### src/hw/rtl/ocp_pkg.sv
// Shared constants, angle table and helpers for the orbit camera block.
`timescale 1ns / 1ps
`default_nettype none
package ocp_pkg;

  localparam int TRIG_FRAC_BITS_DEF = 16;
  localparam int ITER_W             = 5;

  localparam int DELTA_W = 11;
  localparam int SENS_W  = 12;
  localparam int DIST_W  = 16;
  localparam int COORD_W = 24;
  localparam int YAW_W   = 17;
  localparam int PITCH_W = 16;
  localparam int CFG_IDX_W = 3;

  localparam logic [CFG_IDX_W-1:0] REG_SENS = 3'd0;
  localparam logic [CFG_IDX_W-1:0] REG_DIST = 3'd1;
  localparam logic [CFG_IDX_W-1:0] REG_TX   = 3'd2;
  localparam logic [CFG_IDX_W-1:0] REG_TY   = 3'd3;
  localparam logic [CFG_IDX_W-1:0] REG_TZ   = 3'd4;

  localparam logic [SENS_W-1:0] SENS_RESET = 12'd77;
  localparam logic [DIST_W-1:0] DIST_RESET = 16'd1792;

  localparam int YAW_RESET    = -23040;
  localparam int FULL_TURN    = 92160;
  localparam int HALF_TURN    = 46080;
  localparam int QUARTER_TURN = 23040;
  localparam int PITCH_MIN    = -22784;
  localparam int WRAP_BIAS    = 5898240;
  localparam int POS_MAX      = 8388607;
  localparam int POS_MIN      = -8388608;
  localparam longint GAIN_Q30 = 64'd652032874;

  function automatic logic [31:0] atan_deg(input logic [ITER_W-1:0] i);
    logic [31:0] v;
    case (i)
      5'd0:  v = 32'd754974720;
      5'd1:  v = 32'd445687602;
      5'd2:  v = 32'd235489089;
      5'd3:  v = 32'd119537938;
      5'd4:  v = 32'd60000934;
      5'd5:  v = 32'd30029717;
      5'd6:  v = 32'd15018523;
      5'd7:  v = 32'd7509720;
      5'd8:  v = 32'd3754917;
      5'd9:  v = 32'd1877466;
      5'd10: v = 32'd938734;
      5'd11: v = 32'd469367;
      5'd12: v = 32'd234684;
      5'd13: v = 32'd117342;
      5'd14: v = 32'd58671;
      5'd15: v = 32'd29335;
      5'd16: v = 32'd14668;
      5'd17: v = 32'd7334;
      5'd18: v = 32'd3667;
      5'd19: v = 32'd1833;
      5'd20: v = 32'd917;
      5'd21: v = 32'd458;
      5'd22: v = 32'd229;
      5'd23: v = 32'd115;
      default: v = 32'd0;
    endcase
    return v;
  endfunction

  function automatic longint gain_start(input int frac);
    return (GAIN_Q30 + (64'd1 << (29 - frac))) >> (30 - frac);
  endfunction

endpackage
`default_nettype wire

### src/hw/rtl/ocp_if.sv
// Handshake channel interfaces for pointer items and camera items.
`timescale 1ns / 1ps
`default_nettype none
interface ocp_in_if;
  logic valid;
  logic ready;
  logic signed [ocp_pkg::DELTA_W-1:0] delta_x;
  logic signed [ocp_pkg::DELTA_W-1:0] delta_y;
  modport source (output valid, delta_x, delta_y, input ready);
  modport sink   (input valid, delta_x, delta_y, output ready);
endinterface

interface ocp_out_if;
  logic valid;
  logic ready;
  logic signed [ocp_pkg::YAW_W-1:0]   yaw_angle;
  logic signed [ocp_pkg::PITCH_W-1:0] pitch_angle;
  logic signed [ocp_pkg::COORD_W-1:0] pos_x;
  logic signed [ocp_pkg::COORD_W-1:0] pos_y;
  logic signed [ocp_pkg::COORD_W-1:0] pos_z;
  modport source (output valid, yaw_angle, pitch_angle, pos_x, pos_y, pos_z, input ready);
  modport sink   (input valid, yaw_angle, pitch_angle, pos_x, pos_y, pos_z, output ready);
endinterface
`default_nettype wire

### src/hw/rtl/ocp_serial_mul.sv
// Shift-add signed multiplier, one multiplier bit per cycle.
`timescale 1ns / 1ps
`default_nettype none
module ocp_serial_mul #(
  parameter int W = 19
) (
  input  wire logic                    clk,
  input  wire logic                    rst_n,
  input  wire logic                    start,
  input  wire logic signed [W-1:0]     a,
  input  wire logic signed [W-1:0]     b,
  output logic                         done,
  output logic signed [2*W-1:0]        prod
);
  localparam int CW = (W > 1) ? $clog2(W) : 1;

  logic                  busy_r, busy_nxt;
  logic                  done_r, done_nxt;
  logic [CW-1:0]         cnt_r, cnt_nxt;
  logic signed [2*W-1:0] acc_r, acc_nxt;
  logic signed [2*W-1:0] mc_r, mc_nxt;
  logic [W-1:0]          mp_r, mp_nxt;
  logic                  last;

  assign last = (cnt_r == CW'(W - 1));

  always_comb begin
    busy_nxt = busy_r;
    done_nxt = 1'b0;
    cnt_nxt  = cnt_r;
    acc_nxt  = acc_r;
    mc_nxt   = mc_r;
    mp_nxt   = mp_r;
    if (start) begin
      busy_nxt = 1'b1;
      cnt_nxt  = '0;
      acc_nxt  = '0;
      mc_nxt   = (2*W)'(a);
      mp_nxt   = b;
    end else if (busy_r) begin
      if (mp_r[0]) begin
        acc_nxt = last ? acc_r - mc_r : acc_r + mc_r;
      end
      mc_nxt  = mc_r <<< 1;
      mp_nxt  = mp_r >> 1;
      cnt_nxt = cnt_r + CW'(1);
      if (last) begin
        busy_nxt = 1'b0;
        done_nxt = 1'b1;
      end
    end
  end

  always_ff @(posedge clk) begin
    if (!rst_n) begin
      busy_r <= 1'b0;
      done_r <= 1'b0;
      cnt_r  <= '0;
    end else begin
      busy_r <= busy_nxt;
      done_r <= done_nxt;
      cnt_r  <= cnt_nxt;
    end
    acc_r <= acc_nxt;
    mc_r  <= mc_nxt;
    mp_r  <= mp_nxt;
  end

  assign done = done_r;
  assign prod = acc_r;
endmodule
`default_nettype wire

### src/hw/rtl/ocp_cordic.sv
// Rotation-mode CORDIC for sine and cosine of a Q.8 degree angle.
`timescale 1ns / 1ps
`default_nettype none
module ocp_cordic #(
  parameter int F = ocp_pkg::TRIG_FRAC_BITS_DEF
) (
  input  wire logic                          clk,
  input  wire logic                          rst_n,
  input  wire logic                          start,
  input  wire logic signed [ocp_pkg::YAW_W-1:0] angle,
  output logic                               done,
  output logic signed [F+2:0]                sin_o,
  output logic signed [F+2:0]                cos_o
);
  import ocp_pkg::*;

  localparam int TW = F + 3;
  localparam int ZW = 33;

  logic                 busy_r, busy_nxt;
  logic                 done_r, done_nxt;
  logic                 neg_r, neg_nxt;
  logic [ITER_W-1:0]    cnt_r, cnt_nxt;
  logic signed [TW-1:0] x_r, x_nxt;
  logic signed [TW-1:0] y_r, y_nxt;
  logic signed [ZW-1:0] z_r, z_nxt;
  logic signed [YAW_W-1:0] ang;
  logic signed [TW-1:0] xs, ys;
  logic signed [ZW-1:0] at;

  assign xs = x_r >>> cnt_r;
  assign ys = y_r >>> cnt_r;
  assign at = $signed(ZW'(atan_deg(cnt_r)));

  always_comb begin
    busy_nxt = busy_r;
    done_nxt = 1'b0;
    neg_nxt  = neg_r;
    cnt_nxt  = cnt_r;
    x_nxt    = x_r;
    y_nxt    = y_r;
    z_nxt    = z_r;
    ang      = angle;
    if (start) begin
      neg_nxt = 1'b0;
      if (angle > YAW_W'(QUARTER_TURN)) begin
        ang     = angle - YAW_W'(HALF_TURN);
        neg_nxt = 1'b1;
      end else if (angle < -YAW_W'(QUARTER_TURN)) begin
        ang     = angle + YAW_W'(HALF_TURN);
        neg_nxt = 1'b1;
      end
      busy_nxt = 1'b1;
      cnt_nxt  = '0;
      x_nxt    = TW'(gain_start(F));
      y_nxt    = '0;
      z_nxt    = ZW'(ang) <<< 16;
    end else if (busy_r) begin
      if (!z_r[ZW-1]) begin
        x_nxt = x_r - ys;
        y_nxt = y_r + xs;
        z_nxt = z_r - at;
      end else begin
        x_nxt = x_r + ys;
        y_nxt = y_r - xs;
        z_nxt = z_r + at;
      end
      cnt_nxt = cnt_r + ITER_W'(1);
      if (cnt_r == ITER_W'(F - 1)) begin
        busy_nxt = 1'b0;
        done_nxt = 1'b1;
      end
    end
  end

  always_ff @(posedge clk) begin
    if (!rst_n) begin
      busy_r <= 1'b0;
      done_r <= 1'b0;
      cnt_r  <= '0;
    end else begin
      busy_r <= busy_nxt;
      done_r <= done_nxt;
      cnt_r  <= cnt_nxt;
    end
    neg_r <= neg_nxt;
    x_r   <= x_nxt;
    y_r   <= y_nxt;
    z_r   <= z_nxt;
  end

  assign done  = done_r;
  assign sin_o = neg_r ? -y_r : y_r;
  assign cos_o = neg_r ? -x_r : x_r;
endmodule
`default_nettype wire

### src/hw/rtl/orbit_camera_position.sv
// Top level: orbit camera angle update, direction and position sequencer.
//
//  channel | dir | handshake          | payload
//  in_ch   | in  | valid / ready      | delta_x, delta_y
//  out_ch  | out | valid / ready      | yaw_angle, pitch_angle, pos_x, pos_y, pos_z
//  cfg     | in  | cfg_we (no stall)  | cfg_index, cfg_wdata
//
// Each item passes a yaw reduction, two CORDIC runs of F iterations (yaw, then
// pitch; F = TRIG_FRAC_BITS) and five products on the bit-serial multiplier,
// which is M = max(F+3, 17) bits wide.
// in_ch.ready is high only while the sequencer is idle; a finished item waits
// in the output register, and the next item is taken meanwhile.
// Synchronous reset sets yaw to -90 degrees, pitch to 0 and the registers to
// their defaults.
`timescale 1ns / 1ps
`default_nettype none
module orbit_camera_position #(
  parameter int TRIG_FRAC_BITS = ocp_pkg::TRIG_FRAC_BITS_DEF
) (
  input  wire logic                           clk,
  input  wire logic                           rst_n,
  ocp_in_if.sink                              in_ch,
  ocp_out_if.source                           out_ch,
  input  wire logic                           cfg_we,
  input  wire logic [ocp_pkg::CFG_IDX_W-1:0]  cfg_index,
  input  wire logic [ocp_pkg::COORD_W-1:0]    cfg_wdata
);
  import ocp_pkg::*;

  localparam int F  = TRIG_FRAC_BITS;
  localparam int TW = F + 3;
  localparam int MW = (TW > 17) ? TW : 17;
  localparam int PW = 2 * MW;
  localparam int RW = 25;
  localparam int SW = 26;

  localparam logic [3:0] S_IDLE    = 4'd0;
  localparam logic [3:0] S_RED     = 4'd1;
  localparam logic [3:0] S_CY_GO   = 4'd2;
  localparam logic [3:0] S_CY_WAIT = 4'd3;
  localparam logic [3:0] S_CP_GO   = 4'd4;
  localparam logic [3:0] S_CP_WAIT = 4'd5;
  localparam logic [3:0] S_MUL_GO  = 4'd6;
  localparam logic [3:0] S_MUL_WT  = 4'd7;
  localparam logic [3:0] S_OUT     = 4'd8;

  logic [3:0] state_r;
  logic [SENS_W-1:0] sens_r;
  logic [DIST_W-1:0] dist_r;
  logic signed [COORD_W-1:0] tx_r, ty_r, tz_r;
  logic signed [YAW_W-1:0]   yaw_acc_r;
  logic signed [PITCH_W-1:0] pitch_acc_r;
  logic [RW-1:0] red_r;
  logic [2:0]    k_r;
  logic [2:0]    step_r;
  logic signed [TW-1:0] sy_r, cy_r, sp_r, cp_r, ux_r, uz_r;
  logic signed [COORD_W-1:0] px_r, py_r, pz_r;
  logic out_valid_r;
  logic signed [YAW_W-1:0]   yaw_o_r;
  logic signed [PITCH_W-1:0] pitch_o_r;
  logic signed [COORD_W-1:0] pxo_r, pyo_r, pzo_r;

  logic accept;
  logic signed [23:0] dx_prod, dy_prod;
  logic signed [RW-1:0] yaw_sum, pit_sum;
  logic [RW-1:0] turn_k;

  logic cor_start, cor_done;
  logic signed [YAW_W-1:0] cor_ang;
  logic signed [TW-1:0] cor_sin, cor_cos;

  logic mul_start, mul_done;
  logic signed [MW-1:0] mul_a, mul_b;
  logic signed [PW-1:0] mul_p, mul_rs;
  logic signed [TW-1:0] rs_trig;
  logic signed [SW-1:0] rs_pos, pos_diff;
  logic signed [COORD_W-1:0] pos_sat, tgt;

  assign accept       = in_ch.valid && in_ch.ready;
  assign in_ch.ready  = (state_r == S_IDLE);

  assign dx_prod = in_ch.delta_x * $signed({1'b0, sens_r});
  assign dy_prod = in_ch.delta_y * $signed({1'b0, sens_r});
  assign yaw_sum = RW'(yaw_acc_r) + RW'(dx_prod) + RW'(HALF_TURN);
  assign pit_sum = RW'(pitch_acc_r) + RW'(dy_prod);
  assign turn_k  = RW'(FULL_TURN) << k_r;

  assign cor_start = (state_r == S_CY_GO) || (state_r == S_CP_GO);
  assign cor_ang   = (state_r == S_CY_GO) ? YAW_W'(red_r) - YAW_W'(HALF_TURN) :
                                            YAW_W'(pitch_acc_r);

  ocp_cordic #(.F(F)) u_cordic (
    .clk   (clk),
    .rst_n (rst_n),
    .start (cor_start),
    .angle (cor_ang),
    .done  (cor_done),
    .sin_o (cor_sin),
    .cos_o (cor_cos)
  );

  always_comb begin
    mul_a = MW'(cp_r);
    mul_b = MW'(cy_r);
    tgt   = tx_r;
    case (step_r)
      3'd0: begin
        mul_a = MW'(cp_r);
        mul_b = MW'(cy_r);
      end
      3'd1: begin
        mul_a = MW'(cp_r);
        mul_b = MW'(sy_r);
      end
      3'd2: begin
        mul_a = MW'(ux_r);
        mul_b = MW'($signed({1'b0, dist_r}));
        tgt   = tx_r;
      end
      3'd3: begin
        mul_a = MW'(sp_r);
        mul_b = MW'($signed({1'b0, dist_r}));
        tgt   = ty_r;
      end
      3'd4: begin
        mul_a = MW'(uz_r);
        mul_b = MW'($signed({1'b0, dist_r}));
        tgt   = tz_r;
      end
      default: begin
        mul_a = '0;
        mul_b = '0;
      end
    endcase
  end

  assign mul_start = (state_r == S_MUL_GO);

  ocp_serial_mul #(.W(MW)) u_mul (
    .clk   (clk),
    .rst_n (rst_n),
    .start (mul_start),
    .a     (mul_a),
    .b     (mul_b),
    .done  (mul_done),
    .prod  (mul_p)
  );

  assign mul_rs   = (mul_p + (PW'(1) <<< (F - 1))) >>> F;
  assign rs_trig  = TW'(mul_rs);
  assign rs_pos   = SW'(mul_rs);
  assign pos_diff = SW'(tgt) - rs_pos;
  assign pos_sat  = (pos_diff > SW'(POS_MAX)) ? COORD_W'(POS_MAX) :
                    (pos_diff < SW'(POS_MIN)) ? COORD_W'(POS_MIN) : COORD_W'(pos_diff);

  always_ff @(posedge clk) begin
    if (!rst_n) begin
      sens_r <= SENS_RESET;
      dist_r <= DIST_RESET;
      tx_r   <= '0;
      ty_r   <= '0;
      tz_r   <= '0;
    end else if (cfg_we) begin
      case (cfg_index)
        REG_SENS: sens_r <= cfg_wdata[SENS_W-1:0];
        REG_DIST: dist_r <= cfg_wdata[DIST_W-1:0];
        REG_TX:   tx_r   <= cfg_wdata;
        REG_TY:   ty_r   <= cfg_wdata;
        REG_TZ:   tz_r   <= cfg_wdata;
        default: ;
      endcase
    end
  end

  always_ff @(posedge clk) begin
    if (!rst_n) begin
      state_r     <= S_IDLE;
      yaw_acc_r   <= YAW_W'(YAW_RESET);
      pitch_acc_r <= '0;
      out_valid_r <= 1'b0;
      k_r         <= '0;
      step_r      <= '0;
    end else begin
      if (out_valid_r && out_ch.ready && (state_r != S_OUT)) begin
        out_valid_r <= 1'b0;
      end
      case (state_r)
        S_IDLE: begin
          if (accept) begin
            red_r <= yaw_sum[RW-1] ? yaw_sum + RW'(WRAP_BIAS) : yaw_sum;
            if (pit_sum > 0) begin
              pitch_acc_r <= '0;
            end else if (pit_sum < RW'(PITCH_MIN)) begin
              pitch_acc_r <= PITCH_W'(PITCH_MIN);
            end else begin
              pitch_acc_r <= PITCH_W'(pit_sum);
            end
            k_r     <= 3'd7;
            state_r <= S_RED;
          end
        end
        S_RED: begin
          if (red_r >= turn_k) begin
            red_r <= red_r - turn_k;
          end
          if (k_r == 3'd0) begin
            state_r <= S_CY_GO;
          end
          k_r <= k_r - 3'd1;
        end
        S_CY_GO: begin
          yaw_acc_r <= YAW_W'(red_r) - YAW_W'(HALF_TURN);
          state_r   <= S_CY_WAIT;
        end
        S_CY_WAIT: begin
          if (cor_done) begin
            sy_r    <= cor_sin;
            cy_r    <= cor_cos;
            state_r <= S_CP_GO;
          end
        end
        S_CP_GO: state_r <= S_CP_WAIT;
        S_CP_WAIT: begin
          if (cor_done) begin
            sp_r    <= cor_sin;
            cp_r    <= cor_cos;
            step_r  <= '0;
            state_r <= S_MUL_GO;
          end
        end
        S_MUL_GO: state_r <= S_MUL_WT;
        S_MUL_WT: begin
          if (mul_done) begin
            case (step_r)
              3'd0: ux_r <= rs_trig;
              3'd1: uz_r <= rs_trig;
              3'd2: px_r <= pos_sat;
              3'd3: py_r <= pos_sat;
              default: pz_r <= pos_sat;
            endcase
            step_r  <= step_r + 3'd1;
            state_r <= (step_r == 3'd4) ? S_OUT : S_MUL_GO;
          end
        end
        S_OUT: begin
          if (!out_valid_r || out_ch.ready) begin
            out_valid_r <= 1'b1;
            yaw_o_r     <= yaw_acc_r;
            pitch_o_r   <= pitch_acc_r;
            pxo_r       <= px_r;
            pyo_r       <= py_r;
            pzo_r       <= pz_r;
            state_r     <= S_IDLE;
          end
        end
        default: state_r <= S_IDLE;
      endcase
    end
  end

  assign out_ch.valid       = out_valid_r;
  assign out_ch.yaw_angle   = yaw_o_r;
  assign out_ch.pitch_angle = pitch_o_r;
  assign out_ch.pos_x       = pxo_r;
  assign out_ch.pos_y       = pyo_r;
  assign out_ch.pos_z       = pzo_r;

  a_pitch_range: assert property (@(posedge clk) disable iff (!rst_n)
    (pitch_acc_r <= 0) && (pitch_acc_r >= PITCH_W'(PITCH_MIN)))
    else $error("pitch out of range");

  a_accept_red: assert property (@(posedge clk) disable iff (!rst_n)
    accept |=> (state_r == S_RED))
    else $error("accepted item did not start reduction");

  a_wrap_done: assert property (@(posedge clk) disable iff (!rst_n)
    (state_r == S_CY_GO) |-> (red_r < RW'(FULL_TURN)))
    else $error("yaw reduction incomplete");
endmodule
`default_nettype wire

### src/flat_wrapper.sv
// flat-port wrapper written by rule: the top's interface ports become plain ports
module orbit_camera_position_flat import ocp_pkg::*;
#(
  parameter int TRIG_FRAC_BITS = ocp_pkg::TRIG_FRAC_BITS_DEF
)
  (clk, rst_n, cfg_we, cfg_index, cfg_wdata, in_ch_valid, in_ch_delta_x, in_ch_delta_y, in_ch_ready, out_ch_valid, out_ch_yaw_angle, out_ch_pitch_angle, out_ch_pos_x, out_ch_pos_y, out_ch_pos_z, out_ch_ready);
  ocp_in_if in_ch_i ();
  ocp_out_if out_ch_i ();
  input  wire logic clk;
  input  wire logic rst_n;
  input  wire logic cfg_we;
  input  wire logic [ocp_pkg::CFG_IDX_W-1:0] cfg_index;
  input  wire logic [ocp_pkg::COORD_W-1:0] cfg_wdata;
  input wire logic [$bits(in_ch_i.valid)-1:0] in_ch_valid;
  input wire logic [$bits(in_ch_i.delta_x)-1:0] in_ch_delta_x;
  input wire logic [$bits(in_ch_i.delta_y)-1:0] in_ch_delta_y;
  output wire logic [$bits(in_ch_i.ready)-1:0] in_ch_ready;
  output wire logic [$bits(out_ch_i.valid)-1:0] out_ch_valid;
  output wire logic [$bits(out_ch_i.yaw_angle)-1:0] out_ch_yaw_angle;
  output wire logic [$bits(out_ch_i.pitch_angle)-1:0] out_ch_pitch_angle;
  output wire logic [$bits(out_ch_i.pos_x)-1:0] out_ch_pos_x;
  output wire logic [$bits(out_ch_i.pos_y)-1:0] out_ch_pos_y;
  output wire logic [$bits(out_ch_i.pos_z)-1:0] out_ch_pos_z;
  input wire logic [$bits(out_ch_i.ready)-1:0] out_ch_ready;
  assign in_ch_i.valid = in_ch_valid;
  assign in_ch_i.delta_x = in_ch_delta_x;
  assign in_ch_i.delta_y = in_ch_delta_y;
  assign in_ch_ready = in_ch_i.ready;
  assign out_ch_valid = out_ch_i.valid;
  assign out_ch_yaw_angle = out_ch_i.yaw_angle;
  assign out_ch_pitch_angle = out_ch_i.pitch_angle;
  assign out_ch_pos_x = out_ch_i.pos_x;
  assign out_ch_pos_y = out_ch_i.pos_y;
  assign out_ch_pos_z = out_ch_i.pos_z;
  assign out_ch_i.ready = out_ch_ready;
  orbit_camera_position #(.TRIG_FRAC_BITS(TRIG_FRAC_BITS)) u_core (.clk(clk), .rst_n(rst_n), .in_ch(in_ch_i), .out_ch(out_ch_i), .cfg_we(cfg_we), .cfg_index(cfg_index), .cfg_wdata(cfg_wdata));
endmodule
### config.mk
export PLATFORM = sky130hd
export DESIGN_NAME = orbit_camera_position_flat
export DESIGN_NICKNAME = d
export VERILOG_FILES = /design/src/hw/rtl/ocp_pkg.sv /design/src/hw/rtl/ocp_if.sv /design/src/hw/rtl/ocp_serial_mul.sv /design/src/hw/rtl/ocp_cordic.sv /design/src/hw/rtl/orbit_camera_position.sv /design/src/flat_wrapper.sv
export SDC_FILE = /design/constraint.sdc
export NUM_CORES = 2
export LEC_CHECK = 0
export BUFFER_PORTS_ARGS = -buffer_cell sky130_fd_sc_hd__buf_2
export CORE_MARGIN = 2
export CORE_UTILIZATION = 50
export CTS_CLUSTER_SIZE = 28
export DETAILED_ROUTE_END_ITERATION = 10
export PLACE_DENSITY_LB_ADDON = 0.2
export SETUP_SLACK_MARGIN = 0.1
export SYNTH_ARGS = -nofsm -noshare
export SYNTH_HDL_FRONTEND = slang
export SYNTH_HIERARCHICAL = 1
export SYNTH_SLANG_ARGS = --single-unit
### constraint.sdc
create_clock -name clk -period 7.65 [get_ports clk]
set_clock_uncertainty 0.2 [all_clocks]
set_input_delay 0.3825 -clock clk [delete_from_list [all_inputs] [get_ports clk]]
set_output_delay 0.3825 -clock clk [all_outputs]
set_load 0.005 [all_outputs]
Word level (Yosys, flattened, before mapping)
Memories as Yosys holds them, arrays and structs flattened. A register that Yosys moved wholly into a read port is not among the register bits. Cells that the tools add are included.

Bits in registers: 641. Bits in read-only memories: 960. Output and inout port bits: 107. Word-level logic and storage cells: 200. Memories: 1.

$add $sub $neg: 24. Multiply operators: 2. $lt $le $gt $ge: 7. Eq/ne operators: 26. Shifts and indexed selects: 3. Muxes and demuxes: 53. Bitwise gates (word level): 4. Reduce and logical (&&, ||, !) cells: 40.

Memories: (name not given) (words 32, bits a word 30, rd ports 1, clocked after memory_dff 1, wr ports 0, RTL line ocp_pkg.sv:38) `case (i)`.

Operator list (number): $mux W19 (6); $mux W38 (3); $mux W33 (3); $pmux W19 S4 (1); $mux W25 (3); $pmux W19 S3 (1); $mux W17 (3); $pmux W25 S2 (1); $mul A11 B13 Y24 (2); $mux W24 (2); $pmux W24 S2 (1); $add A19 B19 Y19 (2); $add A38 B17 Y38 const B (1); $add A38 B38 Y38 (1); $neg A19 Y19 (2); $sshr A19 B5 Y19 (2); $sub A19 B19 Y19 (2); $sub A38 B38 Y38 (1); $pmux W4 S9 (1); $add A33 B33 Y33 (1); $sub A33 B33 Y33 (1); $mux W16 (2); $mux W4 (7); $gt A26 B24 Y1 const B (1); 49 further kinds (109).

Logic depth before layout (Yosys ltp)
Depth after elaboration: 7. Depth in mapped cells: 25. Depth with buffers taken out: 24.

By module
The synthesis kept the hierarchy.

By module, submodules not included: orbit_camera_position (instances 1, cells an instance 3024, area each 30437.9 sq um, seq. area each 12371.9 sq um); ocp_cordic (instances 1, cells an instance 1539, area each 12167.9 sq um, seq. area each 2362.3 sq um); ocp_serial_mul (instances 1, cells an instance 776, area each 6964.2 sq um, seq. area each 2612.5 sq um).

Least setup slack after synthesis
Ideal clock, no wire load.

Path kind: input port to flip-flop. From: in in_ch_delta_x[3]. To: reg u_core.red_r[23] (data pin). Library setup time: 0.270 ns. Arrival time: 6.250 ns. Required time: 7.180 ns. Path slack: 0.930 ns. Stages on the path: 25. Path through: clkbuf_1 > nand2_1 > fa_1 > inv_1 > fa_1 > inv_1 > fa_1 > inv_1 > fa_1 > inv_1 > fa_1 > inv_1 > ha_1 > ha_1 > a21oi_1 > o21ai_0 > a211oi_1 > a21oi_1 > and3b_1 > or3_1 > ha_1 > o31a_1 > o21bai_1 > xnor2_1 > a21oi_1.

Word-level cells in the longest chain between the ends: 7.

Ends and longest elaborated chain: start: declaration (RTL line flat_wrapper.sv:15) `input wire logic [$bits(in_ch_i.delta_x)-1:0] in_ch_delta_x;`; $mul A11 B13 Y24 (*) (RTL line orbit_camera_position.sv:82) `assign dx_prod = in_ch.delta_x * $signed({1'b0, sens_r});`; $add A17 B24 Y25 (*) (RTL line orbit_camera_position.sv:84) `assign yaw_sum = RW'(yaw_acc_r) + RW'(dx_prod) + RW'(HALF_TURN);`; $add A25 B17 Y25 (*) (RTL line orbit_camera_position.sv:84); $add A25 B24 Y25 (RTL line orbit_camera_position.sv:190) `red_r <= yaw_sum[RW-1] ? yaw_sum + RW'(WRAP_BIAS) : yaw_sum;`; $mux W25 (*) (RTL line orbit_camera_position.sv:190); $mux W25 (*) (RTL line orbit_camera_position.sv:189) `if (accept) begin`; $pmux W25 S2 (*) (RTL line orbit_camera_position.sv:187) `case (state_r)`; end signal: assignment (RTL line orbit_camera_position.sv:190); end signal: assignment (RTL line orbit_camera_position.sv:204) `red_r <= red_r - turn_k;`; end: declaration (RTL line orbit_camera_position.sv:53) `logic [RW-1:0] red_r;`.

Mark *: on every way between the ends. The rest lies on a longest branch, timed or not. The select of a mux whose other input is x is not followed. A chain may end at the register's enable or synchronous reset.

Worst setup path after layout
From: reg u_core.sens_r[8]. To: reg u_core.pitch_acc_r[2].

Word-level cells in the longest chain between the ends: 5.

Ends and longest elaborated chain: start: declaration (RTL line orbit_camera_position.sv:48) `logic [SENS_W-1:0] sens_r;`; start signal: assignment (RTL line orbit_camera_position.sv:165) `REG_SENS: sens_r <= cfg_wdata[SENS_W-1:0];`; $mul A11 B13 Y24 (*) (RTL line orbit_camera_position.sv:83) `assign dy_prod = in_ch.delta_y * $signed({1'b0, sens_r});`; $add A16 B24 Y25 (*) (RTL line orbit_camera_position.sv:85) `assign pit_sum = RW'(pitch_acc_r) + RW'(dy_prod);`; $lt A25 B16 Y1 (RTL line orbit_camera_position.sv:193) `end else if (pit_sum < RW'(PITCH_MIN)) begin`; $mux W16 (RTL line orbit_camera_position.sv:193); $mux W16 (*) (RTL line orbit_camera_position.sv:191) `if (pit_sum > 0) begin`; end signal: assignment (RTL line orbit_camera_position.sv:194) `pitch_acc_r <= PITCH_W'(PITCH_MIN);`; end signal: assignment (RTL line orbit_camera_position.sv:196) `pitch_acc_r <= PITCH_W'(pit_sum);`; end: declaration (RTL line orbit_camera_position.sv:52) `logic signed [PITCH_W-1:0] pitch_acc_r;`.

Mark *: on every way between the ends. The rest lies on a longest branch, timed or not.

==> Implementation_results.wiki <==
{| class="wikitable"
! Metric !! Value
|-
| Outcome || finished clean
|-
| Worst slew margin relative to its limit || 0.1931
|-
| Worst supply voltage drop on vdd || 215.7 uV
|-
| Number of stages on the worst hold path || 4
|-
| Number of standard cells after synthesis || 5,339
|-
| DR WL/cell || 19.31 um
|-
| Worst EP required || 8040 ps
|-
| HPWL Detailed || 95,880 um
|-
| Vias || 38,790
|-
| YS warnings || 6
|-
| Hold worst-path end || u_core/k_r[0]
|-
| Endpoint arrival time on the critical path || 7490 ps
|-
| Synth Flop Type || sky130_fd_sc_hd__edfxtp_1
|-
| Largest net degree at the start of global routing || 99
|-
| Clk Tree Root Cell || sky130_fd_sc_hd__clkbuf_16
|-
| 1st-iter DRT viols || 2,868
|-
| Share of flip-flops with an asynchronous set or reset || 0
|-
| Final total negative setup slack || 0 ps
|-
| Antenna Nets Post-Route || 0
|-
| Ordered cell list for the critical path || buf_4, nand2_1, fa_1, inv_1, fa_1, fa_1, fa_1, inv_1, fa_1, inv_1, ha_1, a21o_1, a211o_1, a211o_1, a211oi_1, o21ai_0, a2111oi_2, o2111ai_1, a2111o_1, o22ai_4, a22o_2
|-
| Fin cells || 6,748
|-
| Count of different cell masters after synthesis || 113
|-
| Relative contribution of the clock network to total power || 0.192
|-
| Total Die Area || 0.1017 mm2
|-
| Fraction of post-synthesis cell area in the top cell type by area || 0.2369
|-
| Kind of end point of the critical path || register
|-
| Flip-flop and latch count after synthesis || 671
|-
| Startpoint of the most critical register-to-register path || u_core/sens_r[8]
|-
| TritonCTS clock tree || done
|-
| NetSw || 9.308 mW
|-
| Worst-Margin Slew || 1207 ps
|-
| Die Width || 318.9 um
|-
| Final-stage net count || 6,020
|-
| Net count after synthesis || 5,966
|-
| Die Height || 318.9 um
|-
| Placer Congestion || 0.9062
|-
| Count of input and output buffers || 160
|-
| Class of the worst hold path || in2reg
|-
| Placed instance count || 6,573
|-
| Crit Reg-Reg Endpoint || u_core/pitch_acc_r[2]
|-
| Highest clock rate || 0.1408 GHz
|-
| Max Root-Sink Buffers || 3
|-
| Register area share after synthesis || 0.3499
|-
| Unrepaired setup endpoints after global routing || no
|-
| Number of rows in the core area || 115
|-
| Number of max-cap violations || 0
|-
| Dominant cell type by area after synthesis || sky130_fd_sc_hd__edfxtp_1
|-
| Clock transition at the register clock pins on the worst setup and hold paths after CTS || 60 ps
|-
| Crit path kind || reg2reg
|-
| Final setup margin || 548.1 ps
|-
| PnR Total Power || 21.43 mW
|-
| Number of H-tree levels || 3
|-
| Syn Std Cell Area || 0.04957 mm2
|-
| Final core utilization || 0.5556
|-
| Most frequent cell after synthesis || sky130_fd_sc_hd__nand2_1
|-
| Ratio of cells with drive above 1 in the final layout || 0.09782
|-
| Element type at the critical path start || register
|-
| Power per Cell Area || 392.5 mW/mm2
|-
| Family of cells with the greatest summed delay on the critical path || adder cells
|-
| Area contributors post-synth || sky130_fd_sc_hd__edfxtp_1 (24%), sky130_fd_sc_hd__dfxtp_1 (11%), sky130_fd_sc_hd__fa_1 (9.4%)
|-
| Number of cells on the worst reg-to-reg path || 21
|-
| TritonCTS Sinks || 671
|-
| Most Frequent Cell on Critical Path || sky130_fd_sc_hd__fa_1
|-
| Placeable Area || 0.09828 mm2
|-
| Final Routed Wirelength || 130,300 um
|-
| Largest driver fanout on the critical path || 13
|-
| Slowest stage delay, CP || 630 ps
|-
| Min Tclk post-route || 7102 ps
|-
| Final number of max-transition violations || 0
|-
| Final setup violation count || 0
|-
| Footprint of the flip-flops and latches || 0.01736 mm2
|-
| Via count of the first global-routing pass || 37,840
|-
| List of most frequent post-synthesis cells || sky130_fd_sc_hd__nand2_1 (793), sky130_fd_sc_hd__inv_1 (523), sky130_fd_sc_hd__edfxtp_1 (391)
|-
| Drt pass-1 iters || 8
|-
| Avg Vias per Cell || 5.748
|-
| Final Hold Viols || 0
|-
| Crit-path slowest cell || sky130_fd_sc_hd__dfxtp_1
|-
| Multi-input gate area in the final layout || 0.02921 mm2
|-
| Syn Area/Cell || 9.285 um2
|-
| GRT Resource Usage Total || 0.2556
|-
| Initial standard-cell utilization of the core || 0.5044
|-
| Clock latency reported for the late side of the worst-skew pair || 680 ps
|-
| DRC Markers || 0
|-
| Switching Share || 0.4343
|-
| Portion of total power attributed to sequential cells || 0.242
|-
| Place WS || 429.6 ps
|-
| Clock buffers created by TritonCTS || 79
|-
| Synth-to-layout area growth || 10.14%
|-
| Number of antenna violations at the first check in global routing || 2
|-
| Number of setup buffers added after CTS || 0
|-
| LEAKAGE || 22.78 nW
|-
| Proportion of power drawn by combinational gates || 0.566
|-
| R2r setup slk || 550 ps
|-
| Global-route wire length before repair || 208,900 um
|-
| Cell-internal power || 12.12 mW
|-
| Hold wc startpoint || in_ch_valid
|-
| Sum of overflow across all layers after global routing || 0
|-
| Post-synth EDFFs || 391
|-
| Final period util || 0.9284
|-
| Number of buffer and inverter instances along the worst setup path || 4
|-
| Num ports || 161
|-
| Number of filler instances in the final layout || 8,759
|}
## sequential cells by signal (all words and copies together), names as in the netlist, 24 cells and up
name,count
u_core/py_r,24
u_core/pz_r,24
u_core/out_ch.pos_x,24
u_core/u_mul/mc_r,38
u_core/out_ch.pos_z,24
u_core/px_r,24
u_core/red_r,25
u_core/u_mul/prod,38
u_core/u_cordic/z_r,33
u_core/tx_r,24
u_core/tz_r,24
u_core/u_cordic/at,30
u_core/ty_r,24
u_core/out_ch.pos_y,24
## worst register-to-register path: cells and delay by family, from the launching register on
family                   cells  cell delay [ps]
buffers and inverters        4              460
AND/OR/NAND/NOR              1              100
AO/OA/AOI/OAI               10             2700
adder cells (fa/ha/maj)      6             2960
flip-flops                   1              630
## cells in the final DEF (no fill, tap or decap), types with 27 or more instances in the layout
cell type                   instances
sky130_fd_sc_hd__xor2_1           113
sky130_fd_sc_hd__and3_1            39
sky130_fd_sc_hd__nor2b_1           41
sky130_fd_sc_hd__buf_2            159
sky130_fd_sc_hd__a211oi_1          46
sky130_fd_sc_hd__a21oi_1          277
sky130_fd_sc_hd__o21ai_0          222
sky130_fd_sc_hd__dfxtp_1          272
sky130_fd_sc_hd__nand3_1           65
sky130_fd_sc_hd__edfxtp_1         391
sky130_fd_sc_hd__ha_1             340
sky130_fd_sc_hd__nand2_1          792
sky130_fd_sc_hd__mux4_2            38
sky130_fd_sc_hd__xnor2_1          182
sky130_fd_sc_hd__a31oi_1           38
sky130_fd_sc_hd__mux2i_1           48
sky130_fd_sc_hd__buf_4             67
sky130_fd_sc_hd__o21a_1            39
sky130_fd_sc_hd__nor3_1            84
sky130_fd_sc_hd__mux2_2            49
sky130_fd_sc_hd__clkbuf_16         82
sky130_fd_sc_hd__inv_1            523
sky130_fd_sc_hd__nor4_1            27
sky130_fd_sc_hd__a21o_1            77
sky130_fd_sc_hd__a21boi_0         117
sky130_fd_sc_hd__o31ai_1           45
sky130_fd_sc_hd__nor2_1           328
sky130_fd_sc_hd__or3_1             30
sky130_fd_sc_hd__and2_1           109
sky130_fd_sc_hd__nand4_1           29
sky130_fd_sc_hd__nand2b_1          38
sky130_fd_sc_hd__a22oi_1           30
sky130_fd_sc_hd__fa_1             233
## worst max-delay path by stage
stage,startpoint,end,depth (start not counted)
floorplan,in_ch_delta_x[3],u_core/red_r[23],25
global placement,in_ch_delta_y[10],u_core/pitch_acc_r[1],21
detailed placement,in_ch_delta_y[10],u_core/pitch_acc_r[0],21
CTS,u_core/sens_r[5],u_core/pitch_acc_r[2],20
global route,u_core/sens_r[8],u_core/red_r[23],24
finish,u_core/sens_r[8],u_core/pitch_acc_r[2],21
## layout make-up
| type | instances | area share |
|---|---|---|
| clock buffers | 104 | 0.04075 |
| multi-input cells | 3859 | 0.5349 |
| diodes | 2 | 0.00009167 |
| clock inverters | 43 | 0.01185 |
| repair buffers | 252 | 0.02855 |
| well taps | 1287 | 0.02949 |
| inverters | 530 | 0.03644 |
| flip-flops and latches | 671 | 0.3179 |
## kinds of logic after synthesis
family / after synthesis / synth area share
DFF: 671 / 0.3499
and+or+nand+nor: 1691 / 0.1575
xor gates and xnor gates: 296 / 0.05245
AOI/OAI and AO/OA: 1155 / 0.1559
muxes: 140 / 0.04074
buffers and inverters: 809 / 0.06277
adders and majority gates: 577 / 0.1807
## repair_timing
item                                    4_1_cts  5_1_grt
endpoints found under the setup margin        0       12
resized for setup                             0        6
hold buffers                                 26        0
endpoints found under the hold margin       107        0
## per-stage QoR
stage	hold WS (ps)	cell area (um2)
detailed placement	204.5	51450
floorplan	200.3	49570
global placement	200.5	51450
CTS	23.67	54580
global route	100.1	54590
finish	51.07	54600
## power groups by stage
stage / combinational, mW / sequential, mW / clock (mW)
final: 12.1 / 5.18 / 4.11
after detailed placement: 12.0 / 5.24 / 0
after CTS: 12.1 / 5.17 / 4.19
after global placement: 11.9 / 5.23 / 0
after global routing: 13.7 / 5.23 / 4.34
after floorplan: 9.67 / 4.87 / 0
## routing by layer
layer,routed length (um),GRT usage
met3,7074,0.03074
met4,4131,0.08457
met1,58820,0.3549
met5,0,0
met2,60300,0.4154
Note: power is estimated with default switching activity, not from simulation.
